==> src/rtl/ppt_pkg.sv <==
// Shared types, fixed-point constants and the CORDIC angle table of the pure pursuit tracker.
// No dependencies; used by ppt_cordic, ppt_div and pure_pursuit_tracker_top in rtl/.
package ppt_pkg;

    localparam int CW           = 36;   // CORDIC x/y datapath width
    localparam int ZW           = 20;   // CORDIC angle width, Q16
    localparam int CORDIC_STEPS = 16;

    localparam int PI_Q12          = 12868;
    localparam int HALF_PI_Q12     = 6434;
    localparam int TWO_PI_Q12      = 25736;
    localparam int HALF_PI_Q16     = 102944;
    localparam int CORDIC_GAIN_Q16 = 39797;

    localparam int NUM_W = 27;           // divider dividend / quotient width
    localparam int DEN_W = 25;           // divider divisor width

    // input item function codes
    localparam logic FN_LOAD = 1'b0;
    localparam logic FN_POSE = 1'b1;

    typedef logic signed [CW-1:0] t_cval;
    typedef logic signed [ZW-1:0] t_zval;

    typedef struct packed {
        logic start;
        logic vectoring;
    } t_cordic_ctl;

    typedef enum logic [2:0] {
        CFG_LOOK_AHEAD = 3'd0,
        CFG_MAX_LIN    = 3'd1,
        CFG_MIN_LIN    = 3'd2,
        CFG_MAX_ANG    = 3'd3,
        CFG_END_TOL    = 3'd4,
        CFG_END_TURN   = 3'd5
    } t_cfg_idx;

    // atan(2^-i) in Q16
    function automatic t_zval atan_tab(input logic [3:0] i);
        t_zval v;
        begin
            unique case (i)
                4'd0:  v = 20'sd51472;
                4'd1:  v = 20'sd30386;
                4'd2:  v = 20'sd16055;
                4'd3:  v = 20'sd8150;
                4'd4:  v = 20'sd4091;
                4'd5:  v = 20'sd2047;
                4'd6:  v = 20'sd1024;
                4'd7:  v = 20'sd512;
                4'd8:  v = 20'sd256;
                4'd9:  v = 20'sd128;
                4'd10: v = 20'sd64;
                4'd11: v = 20'sd32;
                4'd12: v = 20'sd16;
                4'd13: v = 20'sd8;
                4'd14: v = 20'sd4;
                default: v = 20'sd2;
            endcase
            return v;
        end
    endfunction

endpackage

==> src/rtl/ppt_div.sv <==
// Restoring unsigned divider, one quotient bit per cycle.
// Depends on ppt_pkg (operand widths).
module ppt_div
    import ppt_pkg::*;
(
    input  logic             i_clk,
    input  logic             i_rst_n,
    input  logic             i_start,
    input  logic [NUM_W-1:0] i_num,
    input  logic [DEN_W-1:0] i_den,
    output logic             o_done,
    output logic [NUM_W-1:0] o_quo
);

    localparam int RW = DEN_W + 1;

    logic             r_busy, r_done;
    logic [4:0]       r_cnt;
    logic [NUM_W-1:0] r_num, r_quo;
    logic [DEN_W-1:0] r_den;
    logic [RW-1:0]    r_rem;

    logic [RW-1:0] w_rem_sh;
    logic [RW:0]   w_sub;
    logic          w_ge;

    assign w_rem_sh = {r_rem[RW-2:0], r_num[NUM_W-1]};
    assign w_sub    = {1'b0, w_rem_sh} - {2'b00, r_den};
    assign w_ge     = !w_sub[RW];

    always_ff @(posedge i_clk) begin
        if (!i_rst_n) begin
            r_busy <= 1'b0;
            r_done <= 1'b0;
        end else begin
            r_done <= 1'b0;
            if (i_start) begin
                r_busy <= 1'b1;
            end else if (r_busy && r_cnt == 5'(NUM_W - 1)) begin
                r_busy <= 1'b0;
                r_done <= 1'b1;
            end
        end
        if (i_start) begin
            r_cnt <= 5'd0;
            r_num <= i_num;
            r_den <= i_den;
            r_rem <= '0;
            r_quo <= '0;
        end else if (r_busy) begin
            r_cnt <= r_cnt + 5'd1;
            r_num <= {r_num[NUM_W-2:0], 1'b0};
            r_rem <= w_ge ? w_sub[RW-1:0] : w_rem_sh;
            r_quo <= {r_quo[NUM_W-2:0], w_ge};
        end
    end

    assign o_done = r_done;
    assign o_quo  = r_quo;

endmodule

==> config.mk <==
export PLATFORM = sky130hd
export DESIGN_NAME = ppt_div
export DESIGN_NICKNAME = d
export VERILOG_FILES = /design/src/rtl/ppt_pkg.sv /design/src/rtl/ppt_div.sv
export SDC_FILE = /design/constraint.sdc
export NUM_CORES = 1
export LEC_CHECK = 0
export ABC_CLOCK_PERIOD_IN_PS = 7100
export BUFFER_PORTS_ARGS = -buffer_cell sky130_fd_sc_hd__buf_4
export CORE_ASPECT_RATIO = 0.9
export CORE_MARGIN = 2
export CORE_UTILIZATION = 45
export CTS_CLUSTER_SIZE = 14
export DETAILED_ROUTE_END_ITERATION = 8
export PLACE_DENSITY = 0.65
export SLEW_MARGIN = 20
export SYNTH_ARGS = -nofsm -noshare
export SYNTH_HDL_FRONTEND = slang
export SYNTH_SLANG_ARGS = --single-unit
==> constraint.sdc <==
create_clock -name i_clk -period 7.1 [get_ports i_clk]
set_clock_uncertainty 0.1 [all_clocks]
set_input_delay 0.355 -clock i_clk [delete_from_list [all_inputs] [get_ports i_clk]]
set_output_delay 0.355 -clock i_clk [all_outputs]
set_load 0.01 [all_outputs]
**After elaboration in Yosys (flattened, before gate mapping)**

Index checks and enable logic that the tools add are counted.

- Add/subtract/negate cells: 2
- Equal/unequal tests: 1
- Multiplexer cells: 6
- Bitwise gates (word level): 1
- Reduce and logical (&&, ||, !) cells: 5

Operators with widths:

| kind | count |
|---|---|
| two-way mux 27 bit | 2 |
| subtractor 26 x 25 -> 27 bit | 1 |
| two-way mux 25 bit | 1 |
| adder 5 x 1 -> 5 bit (second input constant) | 1 |
| equality test 5 bit (second input constant) | 1 |
| nonzero test 2 bit | 2 |
| two-way mux 1 bit | 3 |
| OR reduction 2 bit | 1 |
| logical AND 1 bit | 1 |
| logical NOT 1 bit | 1 |
| inverter 1 bit | 1 |

- Register bits: 111
- Input bits: 55
- Output and inout port bits: 28
- Logic and storage cells: 22

**Longest topological paths before layout**

- Depth after elaboration: 4
- Depth in mapped cells: 12
- Depth with buffers taken out: 11

**Worst setup path after synthesis**

OpenSTA, ideal clock, no wires.

- Path kind: register -> register
- Start point: reg r_num[26]
- End point: reg r_rem[24]
- Setup time: 116 ps
- Arrival: 2,417 ps
- Data required time: 6,884 ps
- Path slack: 4,467 ps
- Stages on the path, launching flop included: 12
- Path buffers: 0
- Clock period less this slack: 2,633 ps
- Path through: edfxtp_1 -> inv_1 -> ha_1 -> inv_1 -> fa_1 -> a21o_1 -> a311o_1 -> a31oi_1 -> nand2_1 -> a41oi_2 -> xnor2_1 -> o211a_1

- Word-level cells in the longest chain between the ends: 2

Ends and longest elaborated chain:

| element | line | source |
|---|---|---|
| start: declaration | ppt_div.sv:19 | `logic [NUM_W-1:0] r_num, r_quo;` |
| start signal: assignment | ppt_div.sv:46 | `r_num <= i_num;` |
| start signal: assignment | ppt_div.sv:52 | `r_num <= {r_num[NUM_W-2:0], 1'b0};` |
| subtractor 26 x 25 -> 27 bit | ppt_div.sv:28 | `assign w_sub = {1'b0, w_rem_sh} - {2'b00, r_den};` |
| two-way mux 25 bit | ppt_div.sv:53 | `r_rem <= w_ge ? w_sub[RW-1:0] : w_rem_sh;` |
| end signal: assignment | ppt_div.sv:53 |  |
| end: declaration | ppt_div.sv:21 | `logic [RW-1:0] r_rem;` |

No other way between the ends.
A chain may end at the register's enable or synchronous reset.

**Final worst setup path**

Ends and elaborated chain as after synthesis.

==> qor.txt <==
PortBufs: 82
Final critical-path required period: 2.99 ns
Maximum vdd drop: 0.146 mV
Pin count of the biggest net entering global routing: 67
Synth cell types: 55
Final ANT Viol Nets: 0
Die Ht: 110 µm
Synth Warn #: 0
Root buf cell: clkbuf_16
WL per Instance: 14.7 µm
Ys async rst share: 0%
Synth Register Bits: 111
Final setup TNS: 0 ns
H-tree depth: 3
Initial core utilization: 46.4%
Crit path kind: reg -> reg
Number of nets in the layout: 676
Gr usage total: 17.4%
Max Root-Sink Buffers: 2
Filler cells: 1113
Post-synth top flop: dfxtp_1
# clock sinks: 111
Worst hold path startpoint: i_den[4]
Crit start category: flop
Clk Latency, worst-skew pair: 0.35 ns
# resized after CTS: 0
Synth Instances: 521
Reg-to-Reg Start: r_num[26]
Most frequent cells in the layout: 84 x buf_4, 58 x dfxtp_1, 57 x nor2_1, 52 x edfxtp_1, 38 x mux2i_1
DRC viols: 0
Hold_buf cts: 0
Critical Path AT: 3.12 ns
Power density over cell area: 226 mW/mm²
Unrepaired setup endpoints after global routing: false
Final Hold Viols: 0
Post-synth EDFFs: 52
Vias per inst: 5.32
Slew headroom: 33.5%
Combinational fraction of design power: 17.7%
CTS tree: done
Net count after synthesis: 604
Avg Inst Size Synth: 10.8 µm²
Max_cap viols: 0
Ant diodes: 0
First-pass GRT wire length: 18.3 mm
Final setup fails: 0
Tot Pwr: 1.49 mW
Status: completed
Critical path required time: 7.23 ns
Synth area leader: edfxtp_1
Violation count after the first detailed-route iteration: 272
Vias in the first global route: 3785
Lkg Pwr: 2.80 nW
Syn-to-layout area delta: 17.3%
Yosys top cell area share: 27.8%
Slew @ Worst Pin: 0.997 ns
Post-CTS Setup Repair Bufs: 0
Synth top area cells: edfxtp_1 28%, dfxtp_1 21%, mux2i_1 6.8%
Max-slew violations: 0
Num rows: 38
Total wire length: 11.1 mm
Seq pwr share: 49.1%
Die Wd: 122 µm
DP Wirelength: 7.89 mm
Final core occ: 54.4%
Via count: 4031
Share of cells above drive strength 1: 22.4%
Max Freq: 0.335 GHz
Antenna violations before repair: 0
Grt ovf: 0
Switch Pwr: 0.389 mW
Clk slew on worst S/H paths: 0.07 ns
Sw Ratio: 26.1%
Min Hold Slack: 0.0793 ns
Crit-path max FO: 4
Top-Level Pins: 83
Die area: 0.0134 mm²
Netlist Area Pre-Place: 0.00563 mm²
Cts bufs inserted: 9
Placeable core area: 0.0121 mm²
Cell Int Power: 1.10 mW
Clock power share: 33.2%
Detailed Routing Iterations Pass 1: 4
Ratio of final minimum period to clock period: 42.1%
Most common cell after layout, fill and taps aside: buf_4
Hold Path Class: in -> reg
Gpl congestion: 0.872
Crit end category: flop
Crit. Startpoint: r_num[26]
Seq/Total Area, Yosys: 48.8%
[logic make-up (layout without fill, tap and decap cells)]
family | count (synthesis) | after routing | share of synthesized area (%)
multiplexers | 64 | 64 | 12.0
XOR/XNOR | 26 | 26 | 4.05
flip-flops | 111 | 111 | 48.8
buffers and inverters | 57 | 134 | 5.07
adder cells (fa/ha/maj) | 28 | 28 | 6.36
AO/OA/AOI/OAI | 119 | 119 | 14.3
AND/OR/NAND/NOR | 116 | 116 | 9.52
[per-stage QoR]
step | std cells | area, µm² | setup slack [ns]
3_5_place_dp | 742 | 6300 | 4.18
3_3_place_gp | 742 | 6300 | 4.25
5_1_grt | 758 | 6600 | 3.89
4_1_cts | 758 | 6600 | 4.14
6_report | 758 | 6600 | 4.11
2_1_floorplan | 521 | 5630 | 4.47
[power groups by stage]
stage          combinational [mW]  sequential [mW]  clock (mW)
2_1_floorplan               0.204            0.741           0
3_3_place_gp                0.259            0.747           0
3_5_place_dp                0.262            0.747           0
4_1_cts                     0.263            0.733       0.513
5_1_grt                     0.294            0.738       0.539
6_report                    0.264            0.733       0.496
[worst max-delay path, stage by stage (launching register included)]
cell and delay, ns:
edfxtp_1 0.39, inv_1 0.07, ha_1 0.15, inv_1 0.05, fa_1 0.41, a21o_1 0.20
a311o_1 0.43, a31oi_1 0.29, nand2_1 0.21, a41oi_2 0.27, xnor2_1 0.09, o211a_1 0.20
[routing by layer]
metal / track usage (%) / part of all wire, % / vias up
met5: 0 / 0 / -
met2: 25.7 / 43 / 111
li1: - / - / 2031
met4: 5.58 / 1.3 / 0
met1: 24.7 / 49 / 1878
met3: 4.73 / 6.7 / 11
[final timing paths]
kind	depth (start not counted)	end	slack (ns)
worst min-delay path	1	r_den[4]	0.08
worst max register to register	11	r_rem[24]	4.11
worst min register to register	2	o_quo[0]	0.39
worst max-delay path	11	r_rem[24]	4.11
[cells in the mapped netlist (2+ instances only)]
library cell    n
inv_1          34
a31oi_1         7
dfxtp_1        59
a32oi_1         3
xnor2_1        14
ha_1           27
o21ai_0        22
o31ai_1         2
nor2_1         57
edfxtp_1       52
nor2b_1         3
dlygate4sd3_1   2
nand4_1         7
clkbuf_1        7
buf_1           4
a21oi_1        30
a211oi_1       15
nand2b_1        6
a21o_1         11
o211ai_1        4
mux2i_1        38
xor2_1         12
a311o_1         2
nor3_1          4
nand3_1         8
a22oi_1         6
mux2_2         26
buf_6           7
nand2_1        22
buf_2           2
o21a_1          4
[state kept, by name (all words and copies together) (netlist names)]
| name | count |
|---|---|
| r_den | 25 |
| o_quo | 27 |
| r_rem | 25 |
| o_done | 1 |
| r_busy | 1 |
| r_num | 27 |
| r_cnt | 5 |
[final cells by class]
| type | instances | area (µm²) | share of cell area (%) |
|---|---|---|---|
| Clock buffer | 13 | 273 | 4.14 |
| Clock inverter | 3 | 23.8 | 0.360 |
| Inverter | 34 | 128 | 1.93 |
| Multi-Input combinational cell | 353 | 2600 | 39.4 |
| Sequential cell | 111 | 2740 | 41.6 |
| Tap cell | 160 | 200 | 3.03 |
| Timing Repair Buffer | 84 | 631 | 9.56 |
No activity file was read; power rests on OpenSTA's default activity.
